--- src/hdl/kpa_pkg.sv ---
`timescale 1ns / 1ps

package kpa_pkg;

    // default cluster count and the number of centroid registers
    localparam int NUM_CLUSTERS_DEF  = 6;
    localparam int NUM_CENTROID_REGS = 6;

    // field widths
    localparam int PIXEL_W     = 8;
    localparam int CENTROID_W  = 16;
    localparam int CLUSTER_W   = 3;
    localparam int SUM_W       = 28;
    localparam int COUNT_W     = 21;
    localparam int CFG_INDEX_W = 3;

    // saturation limits of the accumulators
    localparam logic [SUM_W-1:0]   SUM_MAX   = {SUM_W{1'b1}};
    localparam logic [COUNT_W-1:0] COUNT_MAX = {COUNT_W{1'b1}};

    // centroid of a cluster that has no register (255.0)
    localparam logic [CENTROID_W-1:0] CENTROID_FIXED = 16'hFF00;

    // queue between classifier and accumulator
    localparam int QUEUE_DEPTH = 4;
    localparam int QPTR_W      = $clog2(QUEUE_DEPTH);

    // result item kinds
    localparam logic KIND_LABEL   = 1'b0;
    localparam logic KIND_SUMMARY = 1'b1;

    typedef struct packed {
        logic [PIXEL_W-1:0]   pixel;
        logic [CLUSTER_W-1:0] cluster;
        logic                 first_pixel;
        logic                 last_pixel;
    } queue_item_t;

    typedef enum logic {
        BACK_LABEL,
        BACK_SUMMARY
    } back_state_t;

    // power-up centroid values
    function automatic logic [CENTROID_W-1:0] centroid_reset_value(input int k);
        logic [CENTROID_W-1:0] value;
        case (k)
            0:       value = 16'd0;
            1:       value = 16'd16640;
            2:       value = 16'd25600;
            3:       value = 16'd32000;
            4:       value = 16'd48640;
            default: value = CENTROID_FIXED;
        endcase
        return value;
    endfunction

endpackage

--- src/hdl/kpa_if.sv ---
`timescale 1ns / 1ps

// pixel channel
interface kpa_pixel_if;
    logic       valid;
    logic       ready;
    logic [7:0] pixel;
    logic       first_pixel;
    logic       last_pixel;

    modport source (output valid, output pixel, output first_pixel, output last_pixel,
                    input ready);
    modport sink   (input valid, input pixel, input first_pixel, input last_pixel,
                    output ready);
endinterface

// result channel
interface kpa_result_if;
    logic        valid;
    logic        ready;
    logic        item_kind;
    logic [2:0]  cluster;
    logic [27:0] pixel_sum;
    logic [20:0] pixel_count;
    logic        end_of_run;

    modport source (output valid, output item_kind, output cluster, output pixel_sum,
                    output pixel_count, output end_of_run, input ready);
    modport sink   (input valid, input item_kind, input cluster, input pixel_sum,
                    input pixel_count, input end_of_run, output ready);
endinterface

--- src/hdl/kpa_classify.sv ---
`timescale 1ns / 1ps

module kpa_classify #(
    parameter int NUM_CLUSTERS = kpa_pkg::NUM_CLUSTERS_DEF
) (
    input  logic                                clk,
    input  logic                                rst_n,
    kpa_pixel_if.sink                           pixels,
    input  logic                                cfg_write,
    input  logic [kpa_pkg::CFG_INDEX_W-1:0]     cfg_index,
    input  logic [kpa_pkg::CENTROID_W-1:0]      cfg_data,
    output logic                                push_valid,
    output kpa_pkg::queue_item_t                push_item,
    input  logic                                push_ready
);
    import kpa_pkg::*;

    logic [CENTROID_W-1:0] centroid_reg [NUM_CENTROID_REGS];
    logic [CENTROID_W-1:0] centroid [NUM_CLUSTERS];
    logic [CENTROID_W-1:0] scaled;
    logic [CENTROID_W-1:0] dist_next [NUM_CLUSTERS];

    logic [CENTROID_W-1:0] dist_reg [NUM_CLUSTERS];
    logic [PIXEL_W-1:0]    pixel_reg;
    logic                  first_reg;
    logic                  last_reg;
    logic                  stage_valid_reg;

    logic [CENTROID_W-1:0] best_dist;
    logic [CLUSTER_W-1:0]  best_idx;
    logic                  stage_advance;

    // centroid registers
    always_ff @(posedge clk or negedge rst_n)
    begin
        if (!rst_n)
        begin
            for (int k = 0; k < NUM_CENTROID_REGS; k++)
            begin
                centroid_reg[k] <= centroid_reset_value(k);
            end
        end
        else
        begin
            for (int k = 0; k < NUM_CENTROID_REGS; k++)
            begin
                if (cfg_write && cfg_index == CFG_INDEX_W'(k) && k < NUM_CLUSTERS)
                begin
                    centroid_reg[k] <= cfg_data;
                end
            end
        end
    end

    // clusters past the register file keep a fixed centroid
    always_comb
    begin
        for (int k = 0; k < NUM_CLUSTERS; k++)
        begin
            centroid[k] = (k < NUM_CENTROID_REGS) ? centroid_reg[k] : CENTROID_FIXED;
        end
    end

    // absolute distances in 8.8
    always_comb
    begin
        scaled = {pixels.pixel, 8'h00};
        for (int k = 0; k < NUM_CLUSTERS; k++)
        begin
            dist_next[k] = (scaled >= centroid[k]) ? (scaled - centroid[k])
                                                   : (centroid[k] - scaled);
        end
    end

    // distance stage, moves on when it is empty or the queue takes the previous item
    assign stage_advance = !stage_valid_reg || push_ready;
    assign pixels.ready  = stage_advance;

    always_ff @(posedge clk or negedge rst_n)
    begin
        if (!rst_n)
        begin
            stage_valid_reg <= 1'b0;
        end
        else if (stage_advance)
        begin
            stage_valid_reg <= pixels.valid;
        end
    end

    always_ff @(posedge clk)
    begin
        if (stage_advance && pixels.valid)
        begin
            dist_reg  <= dist_next;
            pixel_reg <= pixels.pixel;
            first_reg <= pixels.first_pixel;
            last_reg  <= pixels.last_pixel;
        end
    end

    // nearest centroid, ties to the lowest index
    always_comb
    begin
        best_dist = dist_reg[0];
        best_idx  = '0;
        for (int k = 1; k < NUM_CLUSTERS; k++)
        begin
            if (dist_reg[k] < best_dist)
            begin
                best_dist = dist_reg[k];
                best_idx  = CLUSTER_W'(k);
            end
        end
    end

    assign push_valid             = stage_valid_reg;
    assign push_item.pixel        = pixel_reg;
    assign push_item.cluster      = best_idx;
    assign push_item.first_pixel  = first_reg;
    assign push_item.last_pixel   = last_reg;

endmodule

--- src/hdl/kpa_fifo.sv ---
`timescale 1ns / 1ps

module kpa_fifo (
    input  logic                 clk,
    input  logic                 rst_n,
    input  logic                 push_valid,
    input  kpa_pkg::queue_item_t push_item,
    output logic                 push_ready,
    output logic                 pop_valid,
    output kpa_pkg::queue_item_t pop_item,
    input  logic                 pop
);
    import kpa_pkg::*;

    queue_item_t       mem [QUEUE_DEPTH];
    logic [QPTR_W-1:0] wr_ptr_reg;
    logic [QPTR_W-1:0] rd_ptr_reg;
    logic [QPTR_W:0]   count_reg;
    logic              do_push;
    logic              do_pop;

    assign push_ready = (count_reg != (QPTR_W+1)'(QUEUE_DEPTH));
    assign pop_valid  = (count_reg != '0);
    assign do_push    = push_valid && push_ready;
    assign do_pop     = pop && pop_valid;
    assign pop_item   = mem[rd_ptr_reg];

    // storage
    always_ff @(posedge clk)
    begin
        if (do_push)
        begin
            mem[wr_ptr_reg] <= push_item;
        end
    end

    // pointers and fill level
    always_ff @(posedge clk or negedge rst_n)
    begin
        if (!rst_n)
        begin
            wr_ptr_reg <= '0;
            rd_ptr_reg <= '0;
            count_reg  <= '0;
        end
        else
        begin
            if (do_push)
            begin
                wr_ptr_reg <= wr_ptr_reg + 1'b1;
            end
            if (do_pop)
            begin
                rd_ptr_reg <= rd_ptr_reg + 1'b1;
            end
            if (do_push && !do_pop)
            begin
                count_reg <= count_reg + 1'b1;
            end
            else if (do_pop && !do_push)
            begin
                count_reg <= count_reg - 1'b1;
            end
        end
    end

endmodule

--- src/hdl/kpa_accum.sv ---
`timescale 1ns / 1ps

module kpa_accum #(
    parameter int NUM_CLUSTERS = kpa_pkg::NUM_CLUSTERS_DEF
) (
    input  logic                 clk,
    input  logic                 rst_n,
    input  logic                 pop_valid,
    input  kpa_pkg::queue_item_t pop_item,
    output logic                 pop,
    kpa_result_if.source         results
);
    import kpa_pkg::*;

    localparam int IDX_W = $clog2(NUM_CLUSTERS);

    back_state_t          state_reg;
    back_state_t          state_next;
    logic [IDX_W-1:0]     idx_reg;
    logic [IDX_W-1:0]     idx_next;
    logic                 idx_last;

    logic [SUM_W-1:0]     sums_reg [NUM_CLUSTERS];
    logic [SUM_W-1:0]     sums_next [NUM_CLUSTERS];
    logic [COUNT_W-1:0]   counts_reg [NUM_CLUSTERS];
    logic [COUNT_W-1:0]   counts_next [NUM_CLUSTERS];
    logic [SUM_W-1:0]     sum_base;
    logic [COUNT_W-1:0]   count_base;
    logic [SUM_W:0]       sum_wide;

    logic                 res_valid_reg;
    logic                 res_valid_next;
    logic                 res_kind_reg;
    logic                 res_kind_next;
    logic [CLUSTER_W-1:0] res_cluster_reg;
    logic [CLUSTER_W-1:0] res_cluster_next;
    logic [SUM_W-1:0]     res_sum_reg;
    logic [SUM_W-1:0]     res_sum_next;
    logic [COUNT_W-1:0]   res_count_reg;
    logic [COUNT_W-1:0]   res_count_next;
    logic                 res_end_reg;
    logic                 res_end_next;
    logic                 out_free;

    assign out_free = !res_valid_reg || results.ready;
    assign idx_last = (idx_reg == IDX_W'(NUM_CLUSTERS - 1));

    // next state
    always_comb
    begin
        state_next = state_reg;
        unique case (state_reg)
            BACK_LABEL:
            begin
                if (pop_valid && out_free && pop_item.last_pixel)
                begin
                    state_next = BACK_SUMMARY;
                end
            end
            BACK_SUMMARY:
            begin
                if (out_free && idx_last)
                begin
                    state_next = BACK_LABEL;
                end
            end
            default:
            begin
                state_next = BACK_LABEL;
            end
        endcase
    end

    // queue pop and output register loads
    always_comb
    begin
        pop              = 1'b0;
        idx_next         = idx_reg;
        res_valid_next   = res_valid_reg && !results.ready;
        res_kind_next    = res_kind_reg;
        res_cluster_next = res_cluster_reg;
        res_sum_next     = res_sum_reg;
        res_count_next   = res_count_reg;
        res_end_next     = res_end_reg;
        unique case (state_reg)
            BACK_LABEL:
            begin
                if (pop_valid && out_free)
                begin
                    pop              = 1'b1;
                    idx_next         = '0;
                    res_valid_next   = 1'b1;
                    res_kind_next    = KIND_LABEL;
                    res_cluster_next = pop_item.cluster;
                    res_sum_next     = '0;
                    res_count_next   = '0;
                    res_end_next     = !pop_item.last_pixel;
                end
            end
            BACK_SUMMARY:
            begin
                if (out_free)
                begin
                    idx_next         = idx_last ? '0 : idx_reg + 1'b1;
                    res_valid_next   = 1'b1;
                    res_kind_next    = KIND_SUMMARY;
                    res_cluster_next = CLUSTER_W'(idx_reg);
                    res_sum_next     = sums_reg[idx_reg];
                    res_count_next   = counts_reg[idx_reg];
                    res_end_next     = idx_last;
                end
            end
            default:
            begin
                pop = 1'b0;
            end
        endcase
    end

    // accumulator update on each popped pixel, with clear and saturation
    always_comb
    begin
        sum_base   = '0;
        count_base = '0;
        sum_wide   = '0;
        for (int k = 0; k < NUM_CLUSTERS; k++)
        begin
            sums_next[k]   = sums_reg[k];
            counts_next[k] = counts_reg[k];
            if (pop)
            begin
                sum_base   = pop_item.first_pixel ? '0 : sums_reg[k];
                count_base = pop_item.first_pixel ? '0 : counts_reg[k];
                sums_next[k]   = sum_base;
                counts_next[k] = count_base;
                if (pop_item.cluster == CLUSTER_W'(k))
                begin
                    sum_wide = {1'b0, sum_base} + (SUM_W+1)'(pop_item.pixel);
                    sums_next[k] = sum_wide[SUM_W] ? SUM_MAX : sum_wide[SUM_W-1:0];
                    counts_next[k] = (count_base == COUNT_MAX) ? COUNT_MAX
                                                               : count_base + 1'b1;
                end
            end
        end
    end

    // control registers
    always_ff @(posedge clk or negedge rst_n)
    begin
        if (!rst_n)
        begin
            state_reg     <= BACK_LABEL;
            idx_reg       <= '0;
            res_valid_reg <= 1'b0;
            for (int k = 0; k < NUM_CLUSTERS; k++)
            begin
                sums_reg[k]   <= '0;
                counts_reg[k] <= '0;
            end
        end
        else
        begin
            state_reg     <= state_next;
            idx_reg       <= idx_next;
            res_valid_reg <= res_valid_next;
            sums_reg      <= sums_next;
            counts_reg    <= counts_next;
        end
    end

    // result payload
    always_ff @(posedge clk)
    begin
        res_kind_reg    <= res_kind_next;
        res_cluster_reg <= res_cluster_next;
        res_sum_reg     <= res_sum_next;
        res_count_reg   <= res_count_next;
        res_end_reg     <= res_end_next;
    end

    assign results.valid       = res_valid_reg;
    assign results.item_kind   = res_kind_reg;
    assign results.cluster     = res_cluster_reg;
    assign results.pixel_sum   = res_sum_reg;
    assign results.pixel_count = res_count_reg;
    assign results.end_of_run  = res_end_reg;

endmodule

--- src/hdl/kmeans_pixel_assign_accumulate.sv ---
// Path: a pixel's label is registered in the distance stage, the queue and the output
// register; summaries follow the last pixel's label back to back while results are taken.
// Throughput: one pixel per cycle while results are taken; a last pixel also brings
// NUM_CLUSTERS summary items, during which no pixel leaves the queue.
// Reset: centroids return to 0, 65, 100, 125, 190, 255 (8.8), sums and counts clear,
// queue and output register empty.
`timescale 1ns / 1ps

module kmeans_pixel_assign_accumulate #(
    parameter int NUM_CLUSTERS = kpa_pkg::NUM_CLUSTERS_DEF
) (
    input  logic                            clk,
    input  logic                            rst_n,
    kpa_pixel_if.sink                       pixels,
    kpa_result_if.source                    results,
    input  logic                            cfg_write,
    input  logic [kpa_pkg::CFG_INDEX_W-1:0] cfg_index,
    input  logic [kpa_pkg::CENTROID_W-1:0]  cfg_data
);
    import kpa_pkg::*;

    logic        push_valid;
    logic        push_ready;
    queue_item_t push_item;
    logic        pop_valid;
    logic        pop;
    queue_item_t pop_item;

    // front: distances and nearest centroid
    kpa_classify #(
        .NUM_CLUSTERS (NUM_CLUSTERS)
    ) u_classify (
        .clk        (clk),
        .rst_n      (rst_n),
        .pixels     (pixels),
        .cfg_write  (cfg_write),
        .cfg_index  (cfg_index),
        .cfg_data   (cfg_data),
        .push_valid (push_valid),
        .push_item  (push_item),
        .push_ready (push_ready)
    );

    // decoupling queue
    kpa_fifo u_fifo (
        .clk        (clk),
        .rst_n      (rst_n),
        .push_valid (push_valid),
        .push_item  (push_item),
        .push_ready (push_ready),
        .pop_valid  (pop_valid),
        .pop_item   (pop_item),
        .pop        (pop)
    );

    // back: accumulate and emit
    kpa_accum #(
        .NUM_CLUSTERS (NUM_CLUSTERS)
    ) u_accum (
        .clk       (clk),
        .rst_n     (rst_n),
        .pop_valid (pop_valid),
        .pop_item  (pop_item),
        .pop       (pop),
        .results   (results)
    );

endmodule

--- src/flat_wrapper.sv ---
// flat-port wrapper written by rule: the top's interface ports become plain ports
module kmeans_pixel_assign_accumulate_flat import kpa_pkg::*;
#(
    parameter int NUM_CLUSTERS = kpa_pkg::NUM_CLUSTERS_DEF
)
  (clk, rst_n, cfg_write, cfg_index, cfg_data, pixels_valid, pixels_pixel, pixels_first_pixel, pixels_last_pixel, pixels_ready, results_valid, results_item_kind, results_cluster, results_pixel_sum, results_pixel_count, results_end_of_run, results_ready);
  kpa_pixel_if pixels_i ();
  kpa_result_if results_i ();
  input  logic clk;
  input  logic rst_n;
  input  logic cfg_write;
  input  logic [kpa_pkg::CFG_INDEX_W-1:0] cfg_index;
  input  logic [kpa_pkg::CENTROID_W-1:0] cfg_data;
  input wire logic [$bits(pixels_i.valid)-1:0] pixels_valid;
  input wire logic [$bits(pixels_i.pixel)-1:0] pixels_pixel;
  input wire logic [$bits(pixels_i.first_pixel)-1:0] pixels_first_pixel;
  input wire logic [$bits(pixels_i.last_pixel)-1:0] pixels_last_pixel;
  output wire logic [$bits(pixels_i.ready)-1:0] pixels_ready;
  output wire logic [$bits(results_i.valid)-1:0] results_valid;
  output wire logic [$bits(results_i.item_kind)-1:0] results_item_kind;
  output wire logic [$bits(results_i.cluster)-1:0] results_cluster;
  output wire logic [$bits(results_i.pixel_sum)-1:0] results_pixel_sum;
  output wire logic [$bits(results_i.pixel_count)-1:0] results_pixel_count;
  output wire logic [$bits(results_i.end_of_run)-1:0] results_end_of_run;
  input wire logic [$bits(results_i.ready)-1:0] results_ready;
  assign pixels_i.valid = pixels_valid;
  assign pixels_i.pixel = pixels_pixel;
  assign pixels_i.first_pixel = pixels_first_pixel;
  assign pixels_i.last_pixel = pixels_last_pixel;
  assign pixels_ready = pixels_i.ready;
  assign results_valid = results_i.valid;
  assign results_item_kind = results_i.item_kind;
  assign results_cluster = results_i.cluster;
  assign results_pixel_sum = results_i.pixel_sum;
  assign results_pixel_count = results_i.pixel_count;
  assign results_end_of_run = results_i.end_of_run;
  assign results_i.ready = results_ready;
  kmeans_pixel_assign_accumulate #(.NUM_CLUSTERS(NUM_CLUSTERS)) u_core (.clk(clk), .rst_n(rst_n), .pixels(pixels_i), .results(results_i), .cfg_write(cfg_write), .cfg_index(cfg_index), .cfg_data(cfg_data));
endmodule
--- config.mk ---
export PLATFORM = sky130hd
export DESIGN_NAME = kmeans_pixel_assign_accumulate_flat
export DESIGN_NICKNAME = d
export VERILOG_FILES = /design/src/hdl/kpa_pkg.sv /design/src/hdl/kpa_if.sv /design/src/hdl/kpa_classify.sv /design/src/hdl/kpa_fifo.sv /design/src/hdl/kpa_accum.sv /design/src/hdl/kmeans_pixel_assign_accumulate.sv /design/src/flat_wrapper.sv
export SDC_FILE = /design/constraint.sdc
export NUM_CORES = 2
export LEC_CHECK = 0
export ABC_AREA = 1
export BUFFER_PORTS_ARGS = -buffer_cell sky130_fd_sc_hd__buf_2
export CORE_MARGIN = 5
export CORE_UTILIZATION = 60
export DETAILED_ROUTE_END_ITERATION = 7
export PLACE_DENSITY = 0.77
export RECOVER_POWER = 25
export SLEW_MARGIN = 25
export SYNTH_ARGS = -nofsm -noshare
export SYNTH_HDL_FRONTEND = slang
export SYNTH_SLANG_ARGS = --single-unit
--- constraint.sdc ---
create_clock -name clk -period 8.8 [get_ports clk]
set_input_delay 0 -clock clk [delete_from_list [all_inputs] [get_ports clk]]
set_output_delay 0 -clock clk [all_outputs]
set_load 0.01 [all_outputs]
==> results.json <==
{
  "initial_core_util": 0.6066,
  "postSynthRegisterBits": 615,
  "finalSetupViolCount": 0,
  "startpoint_type": "register",
  "first_pass_grt_wire_length_mm": 173.7,
  "max_cap_viols": 3,
  "dieHeight_um": 268.0,
  "post_synth_num_cell_types": 56,
  "dpl_cell_area_um2": 41160,
  "post_synth_top_cells": "inv_1, nand2_1, nor2_1",
  "outcome": "finished with violations",
  "final_layout_size_suffix_gt1_frac": 0.04877,
  "synth_area_per_cell_um2": 7.889,
  "failing_checks": "capacitance limit, slew limit",
  "fin_skew_ns": 0.02576,
  "grt_max_degree": 164,
  "irDropWorstVdd_v": 0.0002748,
  "fin_hold_ws_ns": 0.1079,
  "synth_area_um2": 39950,
  "worstPathBufferInverterCount": 2,
  "post_synthesis_to_final_layout_area_growth_pct": 9.452,
  "n_fill_cell": 5451,
  "critical_path.max_fanout": 34,
  "route.vias.total": 35330,
  "gpl.final_weighted_congestion": 0.9298,
  "drt-initial-drc-count": 3538,
  "power.density_nw_per_um2": 408.0,
  "die_width_um": 268.0,
  "detail_route.vias_per_cell": 5.857,
  "max_freq_ghz": 0.1251,
  "drc": 0,
  "clock_sinks": 615,
  "critical-path-top-delay-family": "compound AO/OA/AOI/OAI gates",
  "routed_wirelength_mm": 108.2,
  "worst-endpoint-arrival_ns": 8.44,
  "yosys-top-cells-area": "dfrtp_1, edfxtp_1, inv_1, nand2_1, ha_1",
  "ctsLongestPathBuffers": 3,
  "ys_warn_count": 0,
  "timing_max_transition_violations_final": 132,
  "timing_worst_setup_path_type": "register to register",
  "grt_util_all_layers": 0.2970,
  "max_slew.worst_pin.slew_ns": 2.905,
  "postCtsSetupRepairBufs": 0,
  "hold_viol_final": 0,
  "yosysMostFrequentCell": "inv_1",
  "cts_buffers": 70,
  "hpwl_mm": 76.37,
  "ys_dominant_reg_cell": "dfrtp_1",
  "slew_headroom": -0.9366,
  "placement_rows": 94,
  "cellLeakagePower_nw": 19.63,
  "synth_seq_area_share": 0.4126,
  "first_pass_drt_iterations": 8,
  "h_tree_depth_reported_by_cts": 3,
  "antenna_left": 0,
  "cpMaxStageDelayCell": "a2111oi_2",
  "grt_antenna_before_repair": 0,
  "worst_setup_path_end_kind": "register",
  "timing.critical_path.required_ns": 9.25,
  "async_flop_share": 0.6553,
  "vias_in_the_first_global_route": 33340,
  "synth_cells": 5064,
  "synth_edf_count": 212,
  "routedWlPerCell_um": 17.95,
  "synth.top_cell.area_share": 0.2368,
  "tritoncts_clock_tree": "yes",
  "clk_transition_reported_paths_ns": 0.06,
  "period_share": 0.9080,
  "fin_nets": 5378,
  "die_area_um2": 71850,
  "grt-ovfl-total": 0,
  "max_reg_flops": 168,
  "place.port_buffers": 89,
  "crit_path_time_final_ns": 7.991,
  "synth_top_area_cell": "dfrtp_1",
  "core_um2": 65860,
  "min_path_type": "primary input to register",
  "clockRootBuffer": "clkbuf_16",
  "timing.critical_path.slowest_cell_delay_ns": 0.42,
  "n_diodes": 0,
  "io_pins": 90,
  "postSynthNetCount": 5331,
  "clock_latency_reported_for_the_late_side_of_the_worst_skew_pair_ns": 0.62,
  "final_cell_area_um2": 43730
}
==> worst reg2reg max path: cells and delay by family, from the launching register on <==
| kind | cells | cell delay (ns) |
|---|---|---|
| adder cells (fa/ha/maj) | 5 | 1.58 |
| flip-flops | 1 | 0.39 |
| buffers and inverters | 2 | 0.26 |
| AO/OA/AOI/OAI | 14 | 3.54 |
| AND/OR/NAND/NOR | 14 | 2.07 |
==> cell type report <==
class / count / area [um^2] / share of cell area
clock inverter: 40 / 437.9 / 0.01001
sequential: 615 / 16490 / 0.3770
clock buffer: 88 / 1912 / 0.04372
multi-input combinational: 3406 / 19550 / 0.4470
tap: 864 / 1081 / 0.02472
timing repair buffer: 169 / 1069 / 0.02444
inverter: 849 / 3194 / 0.07305
==> where the power goes <==
part,leakage [nW],internal [mW],switching [mW]
clock network,1.14,1.78,1.22
logic,11.6,3.16,6.63
registers,6.89,4.35,0.704
total,19.6,9.29,8.55
==> through the flow <==
stage | TNS [ns] | total power, mW | setup slack, ns | instances | utilization
after floorplan | 0 | 12.03 | 1.353 | 5064 | -
after global placement | 0 | 14.29 | 0.8355 | 5872 | 0.6250
after detailed placement | 0 | 14.64 | 0.6218 | 5872 | 0.6250
after CTS | 0 | 17.73 | 0.5607 | 6031 | 0.6656
after global routing | -0.1904 | 19.35 | -0.03753 | 6031 | 0.6639
final | 0 | 17.84 | 0.8093 | 6031 | 0.6639
==> placed cells by master, fill, tap and decap left out, types with 45 or more instances in the layout <==
master     Yosys  routed
o22ai_1       53      53
xnor2_1       52      52
a22oi_1       72      72
a21oi_1      334     334
buf_4          0      45
o221ai_1      76      76
nor2_1       549     548
edfxtp_1     212     212
inv_1        841     837
dfrtp_1      378     376
clkbuf_1     136      78
nor3_1       109     109
o21ai_0      500     499
nand3_1      144     144
nand4_1       66      66
xor2_1       187     187
clkbuf_16      0      72
o211ai_1      59      59
ha_1         220     220
nand2_1      750     749
==> cell families (layout without fill, tap and decap cells) <==
kind of cell | after synthesis | in the layout | synth area share
simple gates | 1700 | 1700 | 0.1778
compound gates | 1221 | 1221 | 0.1794
buf+inv | 1043 | 1146 | 0.09919
flops | 615 | 615 | 0.4126
xor+xnor | 239 | 239 | 0.05240
fa+ha+maj | 233 | 233 | 0.07541
mux | 13 | 13 | 0.003257
==> metal layers <==
layer  GRT usage  wire length, um  up-vias
met1      0.3978            45690    16720
met4      0.1230             4941        0
li1            -                -    17040
met5           0                0        -
met2      0.4942            50940     1290
met3     0.03662             6673      270
==> path summary, 6_finish.rpt <==
check | cells after the start | slack, ns | to | from
setup reg to reg | 35 | 0.81 | u_core.u_fifo.mem[0][4] | u_core.u_classify.dist_reg[79]
min in group asynchronous | 3 | 1.09 | u_core.u_accum.sums_reg[66] | rst_n
hold reg to reg | 2 | 0.49 | u_core.u_classify.centroid[95] | u_core.u_classify.centroid[95]
setup / recovery | 35 | 0.81 | u_core.u_fifo.mem[0][4] | u_core.u_classify.dist_reg[79]
hold / removal | 2 | 0.11 | u_core.u_classify.first_reg | pixels_first_pixel
max in group asynchronous | 5 | 3.76 | u_core.u_classify.centroid[94] | rst_n
==> what timing repair did <==
action                                  4_1_cts  5_1_grt
endpoints found under the setup margin        0       12
hold endpoints to repair                    214        0
gates resized for setup                       0        3
hold buffers                                 31        0
Note: power is estimated with default switching activity, not from simulation.
